[src/sv/gfifft_pkg.sv]
// Shared types, register indexes and GF(2^8) arithmetic for the radix-8 IFFT butterfly.
package gfifft_pkg;

    typedef logic [7:0] t_byte;
    typedef t_byte [7:0] t_pts;

    localparam int unsigned NumRegs = 8;
    localparam int unsigned CfgIdxW = $clog2(NumRegs);
    localparam t_byte       PolyReset = 8'h1d;

    typedef enum logic [CfgIdxW-1:0] {
        REG_COEF_LOW_A = 3'd0,
        REG_COEF_LOW_B = 3'd1,
        REG_COEF_LOW_C = 3'd2,
        REG_COEF_LOW_D = 3'd3,
        REG_COEF_MID_A = 3'd4,
        REG_COEF_MID_B = 3'd5,
        REG_COEF_TOP   = 3'd6,
        REG_FIELD_POLY = 3'd7
    } t_reg_idx;

    // Polynomial-basis product modulo x^8 + poly.
    function automatic t_byte fmul(t_byte a, t_byte b, t_byte poly);
        t_byte acc;
        t_byte m;
        acc = '0;
        m   = a;
        for (int k = 0; k < 8; k++) begin
            if (b[k]) begin
                acc = acc ^ m;
            end
            m = {m[6:0], 1'b0} ^ (m[7] ? poly : 8'h00);
        end
        return acc;
    endfunction

    // x half of a butterfly, given the already updated y; a zero coefficient yields x.
    function automatic t_byte bfly_x(t_byte x, t_byte y_new, t_byte c, t_byte poly);
        return x ^ fmul(y_new, c, poly);
    endfunction

endpackage

[src/sv/gfifft_in_if.sv]
// Input channel: eight shard bytes and the last flag.
interface gfifft_in_if;
    logic                   valid;
    logic                   ready;
    gfifft_pkg::t_byte      point_0;
    gfifft_pkg::t_byte      point_1;
    gfifft_pkg::t_byte      point_2;
    gfifft_pkg::t_byte      point_3;
    gfifft_pkg::t_byte      point_4;
    gfifft_pkg::t_byte      point_5;
    gfifft_pkg::t_byte      point_6;
    gfifft_pkg::t_byte      point_7;
    logic                   last_in;

    modport source (
        output valid, point_0, point_1, point_2, point_3,
               point_4, point_5, point_6, point_7, last_in,
        input  ready
    );
    modport sink (
        input  valid, point_0, point_1, point_2, point_3,
               point_4, point_5, point_6, point_7, last_in,
        output ready
    );
endinterface

[src/sv/gfifft_out_if.sv]
// Output channel: eight transformed bytes and the last flag.
interface gfifft_out_if;
    logic                   valid;
    logic                   ready;
    gfifft_pkg::t_byte      result_0;
    gfifft_pkg::t_byte      result_1;
    gfifft_pkg::t_byte      result_2;
    gfifft_pkg::t_byte      result_3;
    gfifft_pkg::t_byte      result_4;
    gfifft_pkg::t_byte      result_5;
    gfifft_pkg::t_byte      result_6;
    gfifft_pkg::t_byte      result_7;
    logic                   last_out;

    modport source (
        output valid, result_0, result_1, result_2, result_3,
               result_4, result_5, result_6, result_7, last_out,
        input  ready
    );
    modport sink (
        input  valid, result_0, result_1, result_2, result_3,
               result_4, result_5, result_6, result_7, last_out,
        output ready
    );
endinterface

[src/sv/gf256_radix8_ifft_butterfly_unit.sv]
// Three-stage pipelined radix-8 inverse additive-FFT butterfly over GF(2^8).
// One item (eight shard bytes at one position) is accepted per cycle while
// input ready is high. Each butterfly stage of the transform is one register
// stage (r_d1, r_d2, r_d3) holding four GF(2^8) multipliers, so throughput is
// one item per clock while the output is taken. The stages form an elastic
// pipeline: an empty stage takes a new item even while the output is stalled,
// and input ready drops only when all three stages are full and the output is
// not taken. The user writes coefficients and the reduction polynomial via the
// configuration port only while the pipeline is empty; no logic enforces this.
module gf256_radix8_ifft_butterfly_unit (
    input  logic                              i_clk,
    input  logic                              i_rst_n,
    input  logic                              i_cfg_we,
    input  logic [gfifft_pkg::CfgIdxW-1:0]    i_cfg_idx,
    input  gfifft_pkg::t_byte                 i_cfg_data,
    gfifft_in_if.sink                         i_in,
    gfifft_out_if.source                      o_out
);
    import gfifft_pkg::*;

    t_byte r_coef_low [4];
    t_byte r_coef_mid [2];
    t_byte r_coef_top;
    t_byte r_poly;

    always_ff @(posedge i_clk) begin
        if (!i_rst_n) begin
            for (int j = 0; j < 4; j++) r_coef_low[j] <= '0;
            for (int j = 0; j < 2; j++) r_coef_mid[j] <= '0;
            r_coef_top <= '0;
            r_poly     <= PolyReset;
        end else if (i_cfg_we) begin
            unique case (t_reg_idx'(i_cfg_idx))
                REG_COEF_LOW_A: r_coef_low[0] <= i_cfg_data;
                REG_COEF_LOW_B: r_coef_low[1] <= i_cfg_data;
                REG_COEF_LOW_C: r_coef_low[2] <= i_cfg_data;
                REG_COEF_LOW_D: r_coef_low[3] <= i_cfg_data;
                REG_COEF_MID_A: r_coef_mid[0] <= i_cfg_data;
                REG_COEF_MID_B: r_coef_mid[1] <= i_cfg_data;
                REG_COEF_TOP:   r_coef_top    <= i_cfg_data;
                REG_FIELD_POLY: r_poly        <= i_cfg_data;
                default: ;
            endcase
        end
    end

    // Pipeline registers
    logic r_v1, r_v2, r_v3;
    logic r_l1, r_l2, r_l3;
    t_pts r_d1, r_d2, r_d3;
    t_pts n_d1, n_d2, n_d3;
    t_pts w_in;
    logic w_ld1, w_ld2, w_ld3;
    logic w_rdy1, w_rdy2, w_rdy3;

    assign w_in = {i_in.point_7, i_in.point_6, i_in.point_5, i_in.point_4,
                   i_in.point_3, i_in.point_2, i_in.point_1, i_in.point_0};

    // A stage can load when it is empty or its content moves on this cycle.
    assign w_rdy3 = !r_v3 || o_out.ready;
    assign w_rdy2 = !r_v2 || w_rdy3;
    assign w_rdy1 = !r_v1 || w_rdy2;
    assign w_ld1  = i_in.valid && w_rdy1;
    assign w_ld2  = r_v1 && w_rdy2;
    assign w_ld3  = r_v2 && w_rdy3;
    assign i_in.ready = w_rdy1;

    // Stage one: pairs (0,1)(2,3)(4,5)(6,7)
    always_comb begin
        n_d1 = w_in;
        for (int j = 0; j < 4; j++) begin
            n_d1[2*j+1] = w_in[2*j+1] ^ w_in[2*j];
            n_d1[2*j]   = bfly_x(w_in[2*j], n_d1[2*j+1], r_coef_low[j], r_poly);
        end
    end

    // Stage two: pairs (0,2)(1,3) and (4,6)(5,7)
    always_comb begin
        n_d2 = r_d1;
        for (int g = 0; g < 2; g++) begin
            for (int k = 0; k < 2; k++) begin
                n_d2[4*g+k+2] = r_d1[4*g+k+2] ^ r_d1[4*g+k];
                n_d2[4*g+k]   = bfly_x(r_d1[4*g+k], n_d2[4*g+k+2], r_coef_mid[g], r_poly);
            end
        end
    end

    // Stage three: pairs (i, i+4)
    always_comb begin
        n_d3 = r_d2;
        for (int k = 0; k < 4; k++) begin
            n_d3[k+4] = r_d2[k+4] ^ r_d2[k];
            n_d3[k]   = bfly_x(r_d2[k], n_d3[k+4], r_coef_top, r_poly);
        end
    end

    always_ff @(posedge i_clk) begin
        if (!i_rst_n) begin
            r_v1 <= 1'b0;
            r_v2 <= 1'b0;
            r_v3 <= 1'b0;
        end else begin
            if (w_rdy1) r_v1 <= i_in.valid;
            if (w_rdy2) r_v2 <= r_v1;
            if (w_rdy3) r_v3 <= r_v2;
        end
    end

    always_ff @(posedge i_clk) begin
        if (w_ld1) begin
            r_d1 <= n_d1;
            r_l1 <= i_in.last_in;
        end
        if (w_ld2) begin
            r_d2 <= n_d2;
            r_l2 <= r_l1;
        end
        if (w_ld3) begin
            r_d3 <= n_d3;
            r_l3 <= r_l2;
        end
    end

    assign o_out.valid    = r_v3;
    assign o_out.result_0 = r_d3[0];
    assign o_out.result_1 = r_d3[1];
    assign o_out.result_2 = r_d3[2];
    assign o_out.result_3 = r_d3[3];
    assign o_out.result_4 = r_d3[4];
    assign o_out.result_5 = r_d3[5];
    assign o_out.result_6 = r_d3[6];
    assign o_out.result_7 = r_d3[7];
    assign o_out.last_out = r_l3;

    // Input back-pressure only when every stage holds an item.
    a_full_when_blocked : assert property (@(posedge i_clk) disable iff (!i_rst_n)
        !i_in.ready |-> (r_v1 && r_v2 && r_v3 && !o_out.ready))
        else $error("input blocked while pipeline has room");

    // A middle stage that cannot drain keeps its item.
    a_mid_hold : assert property (@(posedge i_clk) disable iff (!i_rst_n)
        (r_v2 && r_v3 && !o_out.ready) |=> (r_v2 && $stable(r_d2) && $stable(r_l2)))
        else $error("stalled stage two lost or changed its item");

    // An accepted item reaches stage one on the next edge.
    a_enter : assert property (@(posedge i_clk) disable iff (!i_rst_n)
        (i_in.valid && i_in.ready) |=> r_v1)
        else $error("accepted item did not enter the pipeline");

endmodule
[src/flat_wrapper.sv]
// flat-port wrapper written by rule: the top's interface ports become plain ports
module gf256_radix8_ifft_butterfly_unit_flat import gfifft_pkg::*;
  (i_clk, i_rst_n, i_cfg_we, i_cfg_idx, i_cfg_data, i_in_valid, i_in_point_0, i_in_point_1, i_in_point_2, i_in_point_3, i_in_point_4, i_in_point_5, i_in_point_6, i_in_point_7, i_in_last_in, i_in_ready, o_out_valid, o_out_result_0, o_out_result_1, o_out_result_2, o_out_result_3, o_out_result_4, o_out_result_5, o_out_result_6, o_out_result_7, o_out_last_out, o_out_ready);
  gfifft_in_if i_in_i ();
  gfifft_out_if o_out_i ();
  input  logic i_clk;
  input  logic i_rst_n;
  input  logic i_cfg_we;
  input  logic [gfifft_pkg::CfgIdxW-1:0] i_cfg_idx;
  input  gfifft_pkg::t_byte i_cfg_data;
  input wire logic [$bits(i_in_i.valid)-1:0] i_in_valid;
  input wire logic [$bits(i_in_i.point_0)-1:0] i_in_point_0;
  input wire logic [$bits(i_in_i.point_1)-1:0] i_in_point_1;
  input wire logic [$bits(i_in_i.point_2)-1:0] i_in_point_2;
  input wire logic [$bits(i_in_i.point_3)-1:0] i_in_point_3;
  input wire logic [$bits(i_in_i.point_4)-1:0] i_in_point_4;
  input wire logic [$bits(i_in_i.point_5)-1:0] i_in_point_5;
  input wire logic [$bits(i_in_i.point_6)-1:0] i_in_point_6;
  input wire logic [$bits(i_in_i.point_7)-1:0] i_in_point_7;
  input wire logic [$bits(i_in_i.last_in)-1:0] i_in_last_in;
  output wire logic [$bits(i_in_i.ready)-1:0] i_in_ready;
  output wire logic [$bits(o_out_i.valid)-1:0] o_out_valid;
  output wire logic [$bits(o_out_i.result_0)-1:0] o_out_result_0;
  output wire logic [$bits(o_out_i.result_1)-1:0] o_out_result_1;
  output wire logic [$bits(o_out_i.result_2)-1:0] o_out_result_2;
  output wire logic [$bits(o_out_i.result_3)-1:0] o_out_result_3;
  output wire logic [$bits(o_out_i.result_4)-1:0] o_out_result_4;
  output wire logic [$bits(o_out_i.result_5)-1:0] o_out_result_5;
  output wire logic [$bits(o_out_i.result_6)-1:0] o_out_result_6;
  output wire logic [$bits(o_out_i.result_7)-1:0] o_out_result_7;
  output wire logic [$bits(o_out_i.last_out)-1:0] o_out_last_out;
  input wire logic [$bits(o_out_i.ready)-1:0] o_out_ready;
  assign i_in_i.valid = i_in_valid;
  assign i_in_i.point_0 = i_in_point_0;
  assign i_in_i.point_1 = i_in_point_1;
  assign i_in_i.point_2 = i_in_point_2;
  assign i_in_i.point_3 = i_in_point_3;
  assign i_in_i.point_4 = i_in_point_4;
  assign i_in_i.point_5 = i_in_point_5;
  assign i_in_i.point_6 = i_in_point_6;
  assign i_in_i.point_7 = i_in_point_7;
  assign i_in_i.last_in = i_in_last_in;
  assign i_in_ready = i_in_i.ready;
  assign o_out_valid = o_out_i.valid;
  assign o_out_result_0 = o_out_i.result_0;
  assign o_out_result_1 = o_out_i.result_1;
  assign o_out_result_2 = o_out_i.result_2;
  assign o_out_result_3 = o_out_i.result_3;
  assign o_out_result_4 = o_out_i.result_4;
  assign o_out_result_5 = o_out_i.result_5;
  assign o_out_result_6 = o_out_i.result_6;
  assign o_out_result_7 = o_out_i.result_7;
  assign o_out_last_out = o_out_i.last_out;
  assign o_out_i.ready = o_out_ready;
  gf256_radix8_ifft_butterfly_unit u_core (.i_clk(i_clk), .i_rst_n(i_rst_n), .i_cfg_we(i_cfg_we), .i_cfg_idx(i_cfg_idx), .i_cfg_data(i_cfg_data), .i_in(i_in_i), .o_out(o_out_i));
endmodule
[config.mk]
export PLATFORM = sky130hd
export DESIGN_NAME = gf256_radix8_ifft_butterfly_unit_flat
export DESIGN_NICKNAME = d
export VERILOG_FILES = /design/src/sv/gfifft_pkg.sv /design/src/sv/gfifft_in_if.sv /design/src/sv/gfifft_out_if.sv /design/src/sv/gf256_radix8_ifft_butterfly_unit.sv /design/src/flat_wrapper.sv
export SDC_FILE = /design/constraint.sdc
export NUM_CORES = 2
export LEC_CHECK = 0
export BUFFER_PORTS_ARGS = -buffer_cell sky130_fd_sc_hd__buf_2
export CORE_MARGIN = 2
export CORE_UTILIZATION = 65
export DETAILED_ROUTE_END_ITERATION = 8
export GPL_TIMING_DRIVEN = 1
export PLACE_DENSITY_LB_ADDON = 0.05
export SKIP_LAST_GASP = 1
export SLEW_MARGIN = 25
export SYNTH_ARGS = -nofsm -noshare
export SYNTH_HDL_FRONTEND = slang
export SYNTH_SLANG_ARGS = --single-unit
[constraint.sdc]
create_clock -name i_clk -period 7.75 [get_ports i_clk]
set_clock_uncertainty 0.15 [all_clocks]
set_input_delay 0.775 -clock i_clk [delete_from_list [all_inputs] [get_ports i_clk]]
set_output_delay 0.775 -clock i_clk [all_outputs]
set_load 0.01 [all_outputs]
; ---- Word level (Yosys, flattened, before mapping)
; Memory sizes are Yosys's and may differ from the RTL's.
; Cells that the tools add are included.
[word_totals]
reg_bits = 214
mem_bits_rw = 48
in_bits = 81
out_inout_bits = 67
word_cells = 462
n_memories = 2
[memory_table]
columns = memory, depth, width, rd, rd_clocked_by_memory_dff, write_ports, line
row1 = u_core.r_coef_low, 4, 8, 4, 0, 4, gf256_radix8_ifft_butterfly_unit.sv:21  ; t_byte r_coef_low [4];
row2 = u_core.r_coef_mid, 2, 8, 2, 0, 2, gf256_radix8_ifft_butterfly_unit.sv:22  ; t_byte r_coef_mid [2];
[classes]
n_eq_ne = 7
n_mux = 211
n_bitwise = 198
n_reduce_logical = 12
[ops]
columns = op, n
row1 = 8-bit bitwise XOR, 192
row2 = 8-bit 2-to-1 mux, 186
row3 = 1-bit 2-to-1 mux, 25
row4 = "3-bit == test, second input constant", 4
row5 = "3-bit by 2-bit == test with 1-bit output, second input constant", 2
row6 = 1-bit OR, 6
row7 = 2-bit AND reduction, 2
row8 = "3-bit by 1-bit == test with 1-bit output, second input constant", 1
row9 = 1-bit logical AND, 3
row10 = 1-bit zero test, 3
row11 = 3-bit zero test, 1
row12 = 1-bit logical OR, 3

; ---- Logic depth before layout (Yosys ltp)
[logic_depth]
ltp_word = 18
depth_mapped = 18

; ---- Worst setup path before layout
; OpenSTA, ideal clock, no wires.
[synth_path]
kind = input to register
start = in o_out_ready
end = reg u_core.r_d2[0] (netlist name) (enable)
arrival_ns = 5.603
slack_ns = 1.409
path_stages = 2
path_buffers = 0
path_cell_list = nor2b_1 a21boi_0
[synth_via]
elab_chain_len = 3
[synth_lines]
columns = item, line
row1 = start: declaration, flat_wrapper.sv:32  ; input wire logic [$bits(o_out_i.ready)-1:0] o_out_ready;
row2 = 1-bit logical OR, gf256_radix8_ifft_butterfly_unit.sv:60  ; assign w_rdy3 = !r_v3 || o_out.ready;
row3 = 1-bit logical OR, gf256_radix8_ifft_butterfly_unit.sv:61  ; assign w_rdy2 = !r_v2 || w_rdy3;
row4 = 1-bit logical AND, gf256_radix8_ifft_butterfly_unit.sv:64  ; assign w_ld2 = r_v1 && w_rdy2;
row5 = named net u_core.w_ld2, gf256_radix8_ifft_butterfly_unit.sv:53  ; logic w_ld1, w_ld2, w_ld3;
row6 = end signal: assignment, gf256_radix8_ifft_butterfly_unit.sv:115  ; r_d2 <= n_d2;
row7 = end: declaration, gf256_radix8_ifft_butterfly_unit.sv:50  ; t_pts r_d1, r_d2, r_d3;
; The timed path passes the listed nets, and every way through them passes these cells.
; A chain may end at the register's enable or synchronous reset.

==> impl_metrics.yaml <==
run_status:
  outcome: "finished, final reports clean"
worst_setup_path:
  category_of_the_critical_setup_timing_path: "reg2reg"
  critPathRequiredTime_ps: 7910
  path_max_fanout: 58
  startpoint_type_of_the_worst_setup_path: "flip-flop"
  signal_arrival_time_at_the_worst_endpoint_ps: 5470
  crit_path_end_kind: "flip-flop"
synth:
  yosys.area.top_type_share_pct: 23.5
  netlist.top_cell.by_area: "sky130_fd_sc_hd__xnor2_1"
  synth-async-reset-ratio_pct: 0
  number_of_enable_flip_flop_cells_after_synthesis: 243
  synthDistinctLibCells: 104
  post_synth_instance_area_um2: 35800
  post_synth.cell_area_avg_um2: 7.94
  dominant_cell_by_count_in_the_synthesized_netlist: "sky130_fd_sc_hd__nand2_1"
  synth_fp_nets: 4585
  synth.yosys.seq_area_share_pct: 21.5
  synth_top_cells_by_area: "sky130_fd_sc_hd__xnor2_1 (23%), sky130_fd_sc_hd__edfxtp_1 (20%), sky130_fd_sc_hd__nand2_1 (11%), sky130_fd_sc_hd__xor2_1 (5.5%), sky130_fd_sc_hd__mux2i_1 (4.7%)"
  synth_warnings: 0
  synth_top_flop_cell: "sky130_fd_sc_hd__edfxtp_1"
  yosys_register_bits: 262
  post_synth_inst_count: 4504
  netlist_top_cells_count: "sky130_fd_sc_hd__nand2_1 (1071), sky130_fd_sc_hd__xnor2_1 (958), sky130_fd_sc_hd__edfxtp_1 (243)"
placed_design:
  detailed_place_hpwl_um: 78100
  globalplace.congestion: 0.948
  port_buffers: 147
  placed_cells: 5061
finish:
  post_layout_nonfiller_instances: 5123
  ff_latch_area_um2: 7710
  core_util_final_pct: 69.1
  num-fill-cells: 4629
  final_net_count: 4482
  share_of_layout_cells_above_drive_strength_1_pct: 10.5
  multi_input_area_um2: 26300
  syn_to_final_growth_pct: 4.57
drt:
  vias_per_cell: 6.12
  drt_first_iter_violations: 2858
  post-route-drc-count: 0
  routed_wirelength_um: 109000
  antenna_violating_nets_post_route: 0
  drtPass1Iterations: 6
  route.detailed.wl_per_inst_um: 21.2
  vias: 31300
clocking:
  post_cts_buffers: 0
  postCtsHoldBufs: 0
  worst_skew_pair.late_latency_ps: 560
  clock_tree.htree_level_count: 2
  cts_resized: 0
  tritoncts: "done"
  clkTransAtPathRegs_ps: 60
  cts_root_buf: "sky130_fd_sc_hd__clkbuf_16"
  cts-root-to-sink-buffers: 3
  cts.sinks: 262
  cts_inserted_buffers: 34
job:
  timing.max_cap.violations: 0
timing:
  final-max-slew-violation-count: 0
  worstMarginPinSlew_ps: 1070
  final.min_clock_period_ps: 5320
  timing_hold_violations_final: 0
  clock.fmax_mhz: 188
  finalSetupTns_ps: 0
  finalCritPeriodShare_pct: 68.6
  slew_headroom_pct: 28.8
  setup_viol: 0
  grt_setup_unrepaired: "no"
floorplanning:
  initial_core_util_pct: 66.1
  die_area_um2: 56900
  num_rows: 85
  core_um2: 54100
  num_ports: 148
  die_height_um: 239
  floorplan.die.width_um: 239
global_routing:
  grt_pass1_wl_um: 167000
  antenna_found_initial: 6
  grt_start_max_net_pins: 87
  number_of_global_route_vias_before_repair: 28700
  tot_gr_track_use_pct: 37.7
  grt-ovfl-total: 0
hold_path:
  timing.hold.worst.class: "in2reg"
pwr:
  max-vdd-ir-drop_v: 0.000526
  cellPowerDensity_nw_per_um2: 566
  standby_leakage_power_nw: 13.7
[layer usage]
metal,share of wire [%],global-route usage (%),vias to the layer above
met5,0.011,0,-
met4,7.5,25.4,2
met3,7.6,4.56,346
met2,45,60.5,1473
met1,40,47.6,14600
li1,-,-,14900
[metrics by stage]
stage | worst slack (ps) | hold slack [ps] | total power [mW] | instance area [µm²]
floorplan | 1410 | 250 | 17.0 | 35800
global placement | 2530 | 255 | 19.2 | 36300
detailed placement | 2430 | 261 | 19.4 | 36300
CTS | 2580 | 214 | 21.1 | 37400
global route | 2050 | 220 | 22.7 | 37400
finish | 2430 | 238 | 21.2 | 37400
[cell families after synthesis]
group | Yosys count | share of synthesized area, %
AOI/OAI and AO/OA | 575 | 11.6
xor gates and xnor gates | 1281 | 34.2
muxes | 176 | 4.99
buffers and inverters | 402 | 5.17
and+or+nand+nor | 1808 | 22.6
DFF | 262 | 21.5
[path summary, 6_finish.rpt]
| path | startpoint | to | slack [ps] | cells past startpoint |
|---|---|---|---|---|
| setup / recovery | u_core.r_poly[7] | u_core.r_d1[55] | 2430 | 13 |
| hold / removal | i_in_last_in | u_core.r_l1 | 240 | 1 |
| setup reg to reg | u_core.r_poly[7] | u_core.r_d1[55] | 2430 | 13 |
| hold reg to reg | u_core.r_l2 | u_core.o_out.last_out | 270 | 0 |
[cells in the final DEF (no fill, tap or decap), drive strengths merged, types with 28 or more instances in the layout]
cell,count
nand3,194
nor3,69
o211ai,33
a21oi,92
o21ai,143
nand4,33
nand2,1077
inv,69
a31oi,30
nor2,136
a21o,29
xor2,237
buf,197
edfxtp,243
and2,89
xnor2,1022
mux2i,170
o22ai,28
a211oi,41
and3,55
clkbuf,40
nand2b,30
[critical path, cell delays in order, from the launching register on]
cell                       delay [ps]
sky130_fd_sc_hd__dfxtp_4          790
sky130_fd_sc_hd__buf_4            600
sky130_fd_sc_hd__buf_4            620
sky130_fd_sc_hd__nand3_1          180
sky130_fd_sc_hd__a31oi_1          300
sky130_fd_sc_hd__or2_0            510
sky130_fd_sc_hd__nand2_1          110
sky130_fd_sc_hd__mux2i_1          180
sky130_fd_sc_hd__a21oi_2          100
sky130_fd_sc_hd__xnor2_2          210
sky130_fd_sc_hd__xnor2_1          670
sky130_fd_sc_hd__a211oi_1         160
sky130_fd_sc_hd__a311o_1          320
sky130_fd_sc_hd__xnor2_1          120
[layout make-up]
type                    count  area share (%)
multi-input cells        3840            70.3
clock inverters            20           0.629
repair buffers            197            3.07
clock buffers              40            2.39
flip-flops and latches    262            20.6
inverters                  66           0.682
well taps                 696            2.33
diodes                      2          0.0134
[where the power goes]
group / internal [mW] / total [mW] / switching [mW]
logic: 7.64 / 16.7 / 9.10
clock network: 0.971 / 1.64 / 0.673
registers: 2.38 / 2.77 / 0.395
[sequential cells by signal, summed over array words and instances (netlist names), 16 cells and up]
signal	flops
u_core.r_coef_low	32
u_core.r_coef_mid	16
u_core.r_d1	64
u_core.r_d2	64
(Power assumes the default switching activity.)
